$ cat src/stc_pkg.sv
`timescale 1ns / 1ps

package stc_pkg;

    // Field widths
    localparam int SAMPLE_W  = 12;
    localparam int INDEX_W   = 8;
    localparam int COUNT_W   = 8;
    localparam int ACTION_W  = 2;
    localparam int CFG_IDX_W = 3;
    localparam int CFG_DAT_W = 12;

    // Store depth default
    localparam int STORE_DEPTH = 256;

    // Register reset values
    localparam logic [SAMPLE_W-1:0] LOW_THR_RST  = 12'd1024;
    localparam logic [SAMPLE_W-1:0] HIGH_THR_RST = 12'd3071;
    localparam logic [SAMPLE_W-1:0] MID_THR_RST  = 12'd2048;
    localparam logic [COUNT_W-1:0]  PRE_CNT_RST  = 8'd120;
    localparam logic [COUNT_W-1:0]  POST_CNT_RST = 8'd120;
    localparam logic [COUNT_W-1:0]  SEEN_MAX     = 8'd255;

    // Item actions
    localparam logic [ACTION_W-1:0] ACT_SAMPLE = 2'd0;
    localparam logic [ACTION_W-1:0] ACT_REARM  = 2'd1;
    localparam logic [ACTION_W-1:0] ACT_READ   = 2'd2;
    localparam logic [ACTION_W-1:0] ACT_NOP    = 2'd3;

    // Register indexes
    localparam logic [CFG_IDX_W-1:0] CFG_LOW_THR  = 3'd0;
    localparam logic [CFG_IDX_W-1:0] CFG_HIGH_THR = 3'd1;
    localparam logic [CFG_IDX_W-1:0] CFG_MID_THR  = 3'd2;
    localparam logic [CFG_IDX_W-1:0] CFG_PRE_CNT  = 3'd3;
    localparam logic [CFG_IDX_W-1:0] CFG_POST_CNT = 3'd4;

    typedef struct packed {
        logic [ACTION_W-1:0] action;
        logic [SAMPLE_W-1:0] sample;
        logic [INDEX_W-1:0]  read_index;
    } item_t;

    typedef struct packed {
        logic                drive_level;
        logic                captured;
        logic                stored;
        logic [INDEX_W-1:0]  peak_index;
        logic [INDEX_W-1:0]  middle_index;
        logic [INDEX_W-1:0]  write_position;
        logic [SAMPLE_W-1:0] read_data;
    } result_t;

    // Request from trigger control to the sample store
    typedef struct packed {
        logic                take;
        logic                wr_en;
        logic [INDEX_W-1:0]  wr_addr;
        logic [SAMPLE_W-1:0] wr_data;
        logic                rd_en;
        logic [INDEX_W-1:0]  rd_addr;
    } store_req_t;

endpackage

$ cat src/stc_store.sv
`timescale 1ns / 1ps

module stc_store #(
    parameter int STORE_DEPTH = stc_pkg::STORE_DEPTH
) (
    input  logic                          clk,
    input  logic                          rst_n,
    input  stc_pkg::store_req_t           req,
    output logic [stc_pkg::SAMPLE_W-1:0]  rd_data
);

    localparam int AW = $clog2(STORE_DEPTH);

    logic [stc_pkg::SAMPLE_W-1:0] mem [STORE_DEPTH];
    logic [STORE_DEPTH-1:0]       valid_reg;
    logic [stc_pkg::SAMPLE_W-1:0] data_reg;
    logic                         sel_reg;

    // Sample memory: one write, one registered read per cycle
    always_ff @(posedge clk)
    begin
        if (req.wr_en)
        begin
            mem[req.wr_addr[AW-1:0]] <= req.wr_data;
        end
        if (req.rd_en)
        begin
            data_reg <= mem[req.rd_addr[AW-1:0]];
        end
    end

    // Written-entry flags; an unwritten entry reads as zero
    always_ff @(posedge clk or negedge rst_n)
    begin
        if (!rst_n)
        begin
            valid_reg <= '0;
            sel_reg   <= 1'b0;
        end
        else
        begin
            if (req.wr_en)
            begin
                valid_reg[req.wr_addr[AW-1:0]] <= 1'b1;
            end
            if (req.take)
            begin
                sel_reg <= req.rd_en && valid_reg[req.rd_addr[AW-1:0]];
            end
        end
    end

    assign rd_data = sel_reg ? data_reg : '0;

    // Reads and writes only come with an accepted beat
    a_wr_take: assert property (@(posedge clk) disable iff (!rst_n)
        req.wr_en |-> req.take)
        else $error("store write without accepted beat");
    a_rd_take: assert property (@(posedge clk) disable iff (!rst_n)
        req.rd_en |-> (req.take && !req.wr_en))
        else $error("store read without accepted beat or with write");
    a_wr_valid: assert property (@(posedge clk) disable iff (!rst_n)
        req.wr_en |=> valid_reg[$past(req.wr_addr[AW-1:0])])
        else $error("written entry not marked");

endmodule

$ cat src/stc_trigger.sv
`timescale 1ns / 1ps

module stc_trigger #(
    parameter int STORE_DEPTH = stc_pkg::STORE_DEPTH
) (
    input  logic                           clk,
    input  logic                           rst_n,
    input  logic                           cfg_write_en,
    input  logic [stc_pkg::CFG_IDX_W-1:0]  cfg_index,
    input  logic [stc_pkg::CFG_DAT_W-1:0]  cfg_data,
    input  logic                           take,
    input  stc_pkg::item_t                 item,
    output stc_pkg::result_t               status,
    output stc_pkg::store_req_t            store_req
);

    localparam int AW = $clog2(STORE_DEPTH);
    localparam logic [AW-1:0] LAST = AW'(STORE_DEPTH - 1);

    // Configuration registers
    logic [stc_pkg::SAMPLE_W-1:0] low_thr_reg, high_thr_reg, mid_thr_reg;
    logic [stc_pkg::COUNT_W-1:0]  pre_cnt_reg, post_cnt_reg;

    // Trigger state
    logic [AW-1:0]                wr_ptr_reg, wr_ptr_next;
    logic [stc_pkg::COUNT_W-1:0]  seen_reg, seen_next;
    logic                         peak_found_reg, peak_found_next;
    logic                         mid_found_reg, mid_found_next;
    logic [stc_pkg::COUNT_W-1:0]  remain_reg, remain_next;
    logic                         frozen_reg, frozen_next;
    logic [AW-1:0]                peak_pos_reg, peak_pos_next;
    logic [AW-1:0]                mid_pos_reg, mid_pos_next;
    logic [stc_pkg::SAMPLE_W-1:0] prev_reg, prev_next;
    logic                         drive_reg, drive_next;

    logic                         do_sample;
    logic                         do_read;
    logic [AW-1:0]                prev_idx;
    logic                         armed;

    assign do_sample = take && (item.action == stc_pkg::ACT_SAMPLE) && !frozen_reg;
    assign do_read   = take && (item.action == stc_pkg::ACT_READ)
                       && ({1'b0, item.read_index} < 9'(STORE_DEPTH));
    assign prev_idx  = (wr_ptr_reg == '0) ? LAST : wr_ptr_reg - 1'b1;

    // Next-state for one beat
    always_comb
    begin
        wr_ptr_next     = wr_ptr_reg;
        seen_next       = seen_reg;
        peak_found_next = peak_found_reg;
        mid_found_next  = mid_found_reg;
        remain_next     = remain_reg;
        frozen_next     = frozen_reg;
        peak_pos_next   = peak_pos_reg;
        mid_pos_next    = mid_pos_reg;
        prev_next       = prev_reg;
        drive_next      = drive_reg;
        armed           = 1'b0;

        if (do_sample)
        begin
            if (seen_reg != stc_pkg::SEEN_MAX)
            begin
                seen_next = seen_reg + 1'b1;
            end
            // hysteresis, high side wins
            if (item.sample <= low_thr_reg)
            begin
                drive_next = 1'b1;
            end
            if (item.sample >= high_thr_reg)
            begin
                drive_next = 1'b0;
            end
            armed = (seen_next >= pre_cnt_reg);
            if (armed && !peak_found_reg && (prev_reg >= high_thr_reg)
                && (item.sample < high_thr_reg))
            begin
                peak_found_next = 1'b1;
                peak_pos_next   = prev_idx;
            end
            if (armed && peak_found_next && !mid_found_reg && (prev_reg >= mid_thr_reg)
                && (item.sample < mid_thr_reg))
            begin
                mid_found_next = 1'b1;
                mid_pos_next   = wr_ptr_reg;
            end
            // posttrigger countdown
            if (mid_found_next)
            begin
                if (remain_reg == '0)
                begin
                    frozen_next = 1'b1;
                end
                else
                begin
                    remain_next = remain_reg - 1'b1;
                end
            end
            wr_ptr_next = (wr_ptr_reg == LAST) ? '0 : wr_ptr_reg + 1'b1;
            prev_next   = item.sample;
        end
        else if (take && (item.action == stc_pkg::ACT_REARM))
        begin
            frozen_next     = 1'b0;
            peak_found_next = 1'b0;
            mid_found_next  = 1'b0;
            seen_next       = '0;
            remain_next     = post_cnt_reg;
        end
    end

    // Configuration writes
    always_ff @(posedge clk or negedge rst_n)
    begin
        if (!rst_n)
        begin
            low_thr_reg  <= stc_pkg::LOW_THR_RST;
            high_thr_reg <= stc_pkg::HIGH_THR_RST;
            mid_thr_reg  <= stc_pkg::MID_THR_RST;
            pre_cnt_reg  <= stc_pkg::PRE_CNT_RST;
            post_cnt_reg <= stc_pkg::POST_CNT_RST;
        end
        else if (cfg_write_en)
        begin
            case (cfg_index)
                stc_pkg::CFG_LOW_THR:  low_thr_reg  <= cfg_data;
                stc_pkg::CFG_HIGH_THR: high_thr_reg <= cfg_data;
                stc_pkg::CFG_MID_THR:  mid_thr_reg  <= cfg_data;
                stc_pkg::CFG_PRE_CNT:  pre_cnt_reg  <= cfg_data[stc_pkg::COUNT_W-1:0];
                stc_pkg::CFG_POST_CNT: post_cnt_reg <= cfg_data[stc_pkg::COUNT_W-1:0];
                default: ;
            endcase
        end
    end

    // Trigger state registers
    always_ff @(posedge clk or negedge rst_n)
    begin
        if (!rst_n)
        begin
            wr_ptr_reg     <= '0;
            seen_reg       <= '0;
            peak_found_reg <= 1'b0;
            mid_found_reg  <= 1'b0;
            remain_reg     <= stc_pkg::POST_CNT_RST;
            frozen_reg     <= 1'b0;
            peak_pos_reg   <= '0;
            mid_pos_reg    <= '0;
            prev_reg       <= '0;
            drive_reg      <= 1'b0;
        end
        else
        begin
            wr_ptr_reg     <= wr_ptr_next;
            seen_reg       <= seen_next;
            peak_found_reg <= peak_found_next;
            mid_found_reg  <= mid_found_next;
            remain_reg     <= remain_next;
            frozen_reg     <= frozen_next;
            peak_pos_reg   <= peak_pos_next;
            mid_pos_reg    <= mid_pos_next;
            prev_reg       <= prev_next;
            drive_reg      <= drive_next;
        end
    end

    // Post-beat status, read data filled in by the store
    always_comb
    begin
        status.drive_level    = drive_next;
        status.captured       = frozen_next;
        status.stored         = do_sample;
        status.peak_index     = stc_pkg::INDEX_W'(peak_pos_next);
        status.middle_index   = stc_pkg::INDEX_W'(mid_pos_next);
        status.write_position = stc_pkg::INDEX_W'(wr_ptr_next);
        status.read_data      = '0;
    end

    always_comb
    begin
        store_req.take    = take;
        store_req.wr_en   = do_sample;
        store_req.wr_addr = stc_pkg::INDEX_W'(wr_ptr_reg);
        store_req.wr_data = item.sample;
        store_req.rd_en   = do_read;
        store_req.rd_addr = item.read_index;
    end

    a_frozen_mid: assert property (@(posedge clk) disable iff (!rst_n)
        frozen_reg |-> mid_found_reg)
        else $error("frozen without middle crossing");
    a_mid_peak: assert property (@(posedge clk) disable iff (!rst_n)
        mid_found_reg |-> peak_found_reg)
        else $error("middle crossing without peak");
    a_ptr_range: assert property (@(posedge clk) disable iff (!rst_n)
        ({1'b0, wr_ptr_reg} <= (AW+1)'(STORE_DEPTH - 1)))
        else $error("write pointer out of range");
    a_frozen_hold: assert property (@(posedge clk) disable iff (!rst_n)
        (frozen_reg && !(take && (item.action == stc_pkg::ACT_REARM)))
        |=> ($stable(wr_ptr_reg) && frozen_reg))
        else $error("frozen capture moved");

endmodule

$ cat src/scope_trigger_capture_top.sv
`timescale 1ns / 1ps
// Channel  | Handshake                  | Payload
// item     | item_valid / item_ready    | item   (action, sample, read_index)
// result   | result_valid / result_ready| result (drive_level .. read_data)
// config   | cfg_write_en               | cfg_index, cfg_data
//
// One beat per cycle while item_ready is high; each result appears in the cycle
// after its item beat, from the output register and the registered memory read.
// Reset: thresholds and counts take their defaults, trigger state clears,
// and all store entries read as zero until written (per-entry flags).
// A stalled result holds the output register; item_ready drops only while
// a result waits and result_ready is low.

module scope_trigger_capture_top #(
    parameter int STORE_DEPTH = stc_pkg::STORE_DEPTH
) (
    input  logic                           clk,
    input  logic                           rst_n,
    input  logic                           cfg_write_en,
    input  logic [stc_pkg::CFG_IDX_W-1:0]  cfg_index,
    input  logic [stc_pkg::CFG_DAT_W-1:0]  cfg_data,
    input  logic                           item_valid,
    output logic                           item_ready,
    input  stc_pkg::item_t                 item,
    output logic                           result_valid,
    input  logic                           result_ready,
    output stc_pkg::result_t               result
);

    logic                         take;
    stc_pkg::result_t             status;
    stc_pkg::store_req_t          store_req;
    logic [stc_pkg::SAMPLE_W-1:0] rd_data;
    logic                         out_valid_reg;
    stc_pkg::result_t             out_reg;

    assign item_ready = !out_valid_reg || result_ready;
    assign take       = item_valid && item_ready;

    stc_trigger #(
        .STORE_DEPTH(STORE_DEPTH)
    ) u_trigger (
        .clk          (clk),
        .rst_n        (rst_n),
        .cfg_write_en (cfg_write_en),
        .cfg_index    (cfg_index),
        .cfg_data     (cfg_data),
        .take         (take),
        .item         (item),
        .status       (status),
        .store_req    (store_req)
    );

    stc_store #(
        .STORE_DEPTH(STORE_DEPTH)
    ) u_store (
        .clk     (clk),
        .rst_n   (rst_n),
        .req     (store_req),
        .rd_data (rd_data)
    );

    // Output register
    always_ff @(posedge clk or negedge rst_n)
    begin
        if (!rst_n)
        begin
            out_valid_reg <= 1'b0;
        end
        else if (take)
        begin
            out_valid_reg <= 1'b1;
        end
        else if (result_ready)
        begin
            out_valid_reg <= 1'b0;
        end
    end

    always_ff @(posedge clk)
    begin
        if (take)
        begin
            out_reg <= status;
        end
    end

    // Read data joins from the memory read register
    always_comb
    begin
        result           = out_reg;
        result.read_data = rd_data;
    end

    assign result_valid = out_valid_reg;

    a_stall_hold: assert property (@(posedge clk) disable iff (!rst_n)
        (out_valid_reg && !result_ready) |=> (out_valid_reg && $stable(out_reg)))
        else $error("stalled result lost");
    a_no_take_stall: assert property (@(posedge clk) disable iff (!rst_n)
        (out_valid_reg && !result_ready) |-> !take)
        else $error("beat taken while result stalled");
    a_take_valid: assert property (@(posedge clk) disable iff (!rst_n)
        take |=> out_valid_reg)
        else $error("accepted beat gave no result");

endmodule
$ cat config.mk
export PLATFORM = sky130hd
export DESIGN_NAME = scope_trigger_capture_top
export DESIGN_NICKNAME = d
export VERILOG_FILES = /design/src/stc_pkg.sv /design/src/stc_store.sv /design/src/stc_trigger.sv /design/src/scope_trigger_capture_top.sv
export SDC_FILE = /design/constraint.sdc
export NUM_CORES = 2
export LEC_CHECK = 0
export BUFFER_PORTS_ARGS = -buffer_cell sky130_fd_sc_hd__buf_2
export CORE_MARGIN = 2
export CORE_UTILIZATION = 50
export DETAILED_ROUTE_END_ITERATION = 12
export GPL_ROUTABILITY_DRIVEN = 0
export GPL_TIMING_DRIVEN = 0
export PLACE_DENSITY = 0.72
export SYNTH_ARGS = -nofsm -noshare
export SYNTH_HDL_FRONTEND = slang
export SYNTH_HIERARCHICAL = 1
export SYNTH_SLANG_ARGS = --single-unit
$ cat constraint.sdc
create_clock -name clk -period 5.7 [get_ports clk]
set_input_delay 0.57 -clock clk [delete_from_list [all_inputs] [get_ports clk]]
set_output_delay 0.57 -clock clk [all_outputs]
set_load 0.01 [all_outputs]
* Yosys cells after proc, flatten, opt, wreduce, memory -nomap -nowiden
Memory sizes are Yosys's and may differ from the RTL's. A register that Yosys moved wholly into a read port is not among the register bits.
Index checks and enable logic that the tools add are counted.
** Storage, ports and cells
- Register bits after elaboration :: 393
- Memory bits (writable) :: 3072
- Input port bits :: 42
- Output and inout port bits :: 41
- Word-level logic and storage cells :: 119
- Memories kept :: 1
** Cells by class
- Add/subtract/negate cells :: 4
- Magnitude comparators :: 10
- Eq/ne operators :: 10
- Mux-type cells :: 38
- Bitwise gates (word level) :: 1
- Reduce and logical (&&, ||, !) cells :: 31
** Memory list
- u_store.mem :: words 256, bits a word 12, read ports 1, clocked after memory_dff 1, wr ports 1, line stc_store.sv:14 : logic [stc_pkg::SAMPLE_W-1:0] mem [STORE_DEPTH];
** Operators with widths (count)
- $or A256 B256 Y256 :: 1
- $mux W8 :: 15
- $ge A12 B12 Y1 :: 3
- $lt A12 B12 Y1 :: 2
- $mux W1 :: 20
- $lt A8 B9 Y1 const B :: 2
- $add A8 B1 Y8 const B :: 2
- $logic_not A8 Y1 :: 2
- $sub A8 B1 Y8 const B :: 2
- $logic_and A1 B1 Y1 :: 14
- $le A12 B12 Y1 :: 1
- $mux W12 :: 1
- $reduce_and A2 Y1 :: 5
- $bmux W1 S8 :: 1
- $demux W1 S8 :: 1
- $eq A8 B8 Y1 const B :: 1
- $ge A8 B1 Y1 const B :: 1
- $ge A8 B8 Y1 :: 1
- $ne A8 B8 Y1 const B :: 1
- $eq A3 B2 Y1 const B :: 2
- $logic_not A1 Y1 :: 4
- $ne A2 B2 Y1 const B :: 2
- $reduce_bool A2 Y1 :: 2
- $eq A3 B1 Y1 const B :: 1
- other kinds (7) :: 7

* Logic depth before layout (Yosys ltp)
- Word-level depth :: 20
- Gate-level depth with buffers :: 18
- Gate-level depth less buffers :: 15

* Modules after synthesis
Netlist, hierarchy kept.
** By module, submodules not included
- stc_store :: instances 1, cells an instance 5784, area each 127571.1 um^2, seq. area each 99040.0 um^2
- stc_trigger :: instances 1, cells an instance 684, area each 6630.1 um^2, seq. area each 2733.9 um^2
- scope_trigger_capture_top :: instances 1, cells an instance 31, area each 864.6 um^2, seq. area each 835.8 um^2

* Worst setup path after synthesis
No wires, ideal clock.
- Path kind :: in2reg
- Start point :: input result_ready
- End point :: memory u_store/mem[234][0] in the netlist's numbering (enable)
- Arrival time :: 3.808 ns
- Setup slack :: 1.511 ns
- Stages on the path :: 13
- Buffers on the path :: 6
- Path through :: nand2b_4 and2_4 nor2b_1 nand2_1 inv_1 clkbuf_1 buf_1 buf_4 clkbuf_1 buf_1 nand3_1 clkbuf_1 nor2_1
** Between the ends
- Word-level cells in the longest chain between the ends :: 6
** Ends and longest elaborated chain
- start: declaration :: line scope_trigger_capture_top.sv:26 : input logic result_ready,
- $logic_or A1 B1 Y1 :: line scope_trigger_capture_top.sv:37 : assign item_ready = !out_valid_reg || result_ready;
- $logic_and A1 B1 Y1 :: line scope_trigger_capture_top.sv:38 : assign take = item_valid && item_ready;
- via take :: line scope_trigger_capture_top.sv:30 : logic take;
- $logic_and A1 B1 Y1 (2 in a row) :: line stc_trigger.sv:41 : assign do_sample = take && (item.action == stc_pkg::ACT_SAMPLE) && !frozen_reg;
- via u_trigger.do_sample :: line stc_trigger.sv:36 : logic do_sample;
- $mux W1 :: line stc_store.sv:22 : if (req.wr_en)
- $mux W1 (not written as such) :: line stc_store.sv:24 : mem[req.wr_addr[AW-1:0]] <= req.wr_data;
- end: declaration :: line stc_store.sv:14
The timed path passes the listed nets, and every way through them passes these cells.

* Worst setup path after layout
- Start point :: register out_valid_reg (netlist: result_valid)
- End point :: memory u_store/mem[91][4] in the netlist's numbering (enable)
** Between the ends
- Word-level cells in the longest chain between the ends :: 7
** Ends and longest elaborated chain
- start: declaration :: line scope_trigger_capture_top.sv:34 : logic out_valid_reg;
- start signal: assignment :: line scope_trigger_capture_top.sv:68 : out_valid_reg <= 1'b0;
- start signal: assignment :: line scope_trigger_capture_top.sv:72 : out_valid_reg <= 1'b1;
- start signal: assignment :: line scope_trigger_capture_top.sv:76 : out_valid_reg <= 1'b0;
- $logic_not A1 Y1 :: line scope_trigger_capture_top.sv:37
- $logic_or A1 B1 Y1 :: line scope_trigger_capture_top.sv:37
- $logic_and A1 B1 Y1 :: line scope_trigger_capture_top.sv:38
- via take :: line scope_trigger_capture_top.sv:30
- $logic_and A1 B1 Y1 (2 in a row) :: line stc_trigger.sv:41
- via u_trigger.do_sample :: line stc_trigger.sv:36
- $mux W1 :: line stc_store.sv:22
- $mux W1 (not written as such) :: line stc_store.sv:24
The timed path passes the listed nets, and every way through them passes these cells.

==> impl_results.rst <==
.. list-table::
   :header-rows: 1

   * - Metric
     - Value
   * - Total area of sequential cells
     - 0.103 sq mm
   * - Detailed placement HPWL
     - 248000 um
   * - Via count
     - 73000
   * - All-layer global routing usage
     - 28.0%
   * - Critical Path Max Stage Delay
     - 1200 ps
   * - Clock tree from TritonCTS
     - yes
   * - Clock Sink Count
     - 3477
   * - Number of warnings printed during yosys synthesis
     - 6
   * - Multi-input gate area
     - 0.0306 sq mm
   * - Post-synthesis average cell area
     - 20.8 sq um
   * - Leakage Power
     - 51.9 nW
   * - Insertion delay to the later sink of the worst-skew pair
     - 970 ps
   * - Drt drc
     - 0
   * - Data arrival time of the critical path
     - 6290 ps
   * - Critical Setup Path Class
     - flop to flop
   * - Maximum clock frequency
     - 0.174 GHz
   * - Number of slew-limit violations in the final report
     - 49
   * - Cell-by-cell trace of the critical path
     - nand2b_4 -> and2_4 -> nor2b_1 -> nand2_1 -> inv_1 -> buf_2 -> buf_4 -> clkbuf_1 -> nand4_1 -> clkbuf_2 -> nor2_1
   * - Setup repair after global routing missed its margin
     - yes
   * - CP Buf/Inv Count
     - 5
   * - CTS clk-pin slew, worst paths
     - 60 ps
   * - Least-Margin Pin Slew
     - 1740 ps
   * - Most common library cell in the layout ignoring fill and taps
     - sky130_fd_sc_hd__edfxtp_1
   * - Max_slew headroom
     - -16.3%
   * - CTS buffer count
     - 353
   * - Critical Path Source Type
     - flop
   * - Total of buffers placed on input and output ports
     - 74
   * - Layout area overhead
     - 14.8%
   * - Slowest-stage cell, CP
     - sky130_fd_sc_hd__nor2_1
   * - Post-layout instance count excluding filler cells
     - 11000
   * - Initial detailed-routing violation count
     - 11600
   * - Vias per cell
     - 6.64
   * - Worst setup margin
     - -45.6 ps
   * - Number of global-route vias before repair
     - 71600
   * - Critical path's top delay family
     - simple AND/OR/NAND/NOR gates
   * - Cell area after synthesis
     - 0.135 sq mm
   * - Setup violation total in the final timing report
     - 33
   * - Number of cells after detailed placement
     - 10200
   * - Starting density of the core
     - 50.3%
   * - Vert. Die Dim
     - 524 um
   * - Final number of hold-violating endpoints
     - 0
   * - Initial antenna violation count
     - 19
   * - Endpoint required time on the critical path
     - 6240 ps
   * - Count of max-cap constraint violations
     - 5
   * - Worst clock skew
     - 55.5 ps
   * - Violations in the final reports
     - capacitance limit, slew limit, setup timing
   * - Hold Slack
     - 56.8 ps
   * - Worst setup timing slack at the placement stage
     - -1590 ps
   * - Number of top-level pins
     - 83
   * - Root buffer cell
     - sky130_fd_sc_hd__clkbuf_16
   * - Chip Width
     - 524 um
   * - Routed wire per std cell
     - 35.1 um
   * - Total Die Area
     - 0.274 sq mm
   * - Max FFs per register
     - 3072
   * - Grt total ovfl
     - 0
   * - Maximum buffer depth of the clock tree
     - 4
   * - Share of layout cells above drive strength 1
     - 31.0%
   * - Final critical path time including I/O delays and setup
     - 5750 ps
   * - Setup slack of the most critical reg-to-reg path
     - -50 ps
   * - Total wire length after detailed routing
     - 385000 um
   * - Power after layout
     - 54.6 mW
   * - Level count of the clock H-tree
     - 5
   * - Hold crit path type
     - input pin to flop
   * - Number of cell rows
     - 190
   * - Core Region
     - 0.268 sq mm
   * - Crit. End Element
     - flop
   * - Post-synthesis net count
     - 6601
   * - Top library cells by usage in the layout, fill and taps aside
     - sky130_fd_sc_hd__edfxtp_1 (3111), sky130_fd_sc_hd__mux4_2 (818), sky130_fd_sc_hd__clkbuf_16 (358), sky130_fd_sc_hd__dfrtp_1 (341), sky130_fd_sc_hd__clkbuf_1 (275)
   * - Total power per unit cell area
     - 352 mW/mm^2
   * - DR pass1 iterations
     - 8
   * - Status
     - finished with violations
   * - Layout Utilization
     - 57.8%
   * - Maximum fanout count along the critical path
     - 30
   * - Layout net count
     - 7257
   * - Fillcell total
     - 18800
   * - Max rail drop VDD
     - 337 uV
   * - Part of the cycle the worst path needs
     - 101%
   * - Synth Instances
     - 6486
   * - Maximum number of pins on one net before global-route repair
     - 156
   * - Routed Antenna Nets
     - 0
   * - Wire length of the first global-routing pass
     - 538000 um
-- routing by layer --
metal  up-vias  global-route usage, %  share of wire [%]
met4         8                   15.2                6.5
met2      5404                   42.1                 45
li1      28200                      -                  -
met1     38200                   36.9                 35
met5         -                      0              0.017
met3      1098                   8.67                 13
-- through the flow --
| stage | setup TNS [ps] | instance area, sq um |
|---|---|---|
| 4_1_cts | 0 | 155000 |
| 2_1_floorplan | 0 | 135000 |
| 6_report | -689 | 155000 |
| 3_3_place_gp | -3404990 | 140000 |
| 3_5_place_dp | -2361030 | 141000 |
| 5_1_grt | -9010 | 155000 |
-- tightest hold or removal path: cells and delay by family --
kind,cells,cell delay (ps)
AND/OR/NAND/NOR,2,220
AO/OA/AOI/OAI,1,70
buffers and inverters,1,120
-- final timing paths --
path,start,to,cells past startpoint
setup / recovery,result_valid$_DFFE_PN0P_,u_store/mem[91][4]$_DFFE_PP_,11
hold / removal,cfg_index[2],u_trigger/high_thr_reg[11]$_DFFE_PN1P_,4
setup reg to reg,result_valid$_DFFE_PN0P_,u_store/mem[91][4]$_DFFE_PP_,11
hold reg to reg,u_store/valid_reg[29]$_DFFE_PN0P_,u_store/valid_reg[29]$_DFFE_PN0P_,1
max in group asynchronous,rst_n,u_store/valid_reg[122]$_DFFE_PN0P_,4
min in group asynchronous,rst_n,u_trigger/seen_reg[5]$_DFFE_PN0P_,2
-- what timing repair did --
item / in CTS / in global routing
hold buffers: 27 / 0
pin swaps: 88 / 2
endpoints found under the hold margin: 127 / 0
buffers inserted: 121 / 2
endpoints found under the setup margin: 2727 / 240
gates resized for setup: 111 / 15
-- area by class of cell --
class,count,area share [%]
clock inverters,160,1.04
well taps,3552,2.87
repair buffers,302,2.29
inverters,62,0.150
flip-flops and latches,3477,66.2
plain buffers,399,1.47
clock buffers,472,6.24
multi-input cells,2547,19.7
diodes,16,0.0258
-- power by group --
| group | internal, mW | switching, mW |
|---|---|---|
| clock network | 13.3 | 9.46 |
| logic | 1.21 | 2.49 |
| registers | 28.0 | 0.130 |
| total | 42.5 | 12.1 |
No activity file was read; power rests on OpenSTA's default activity.
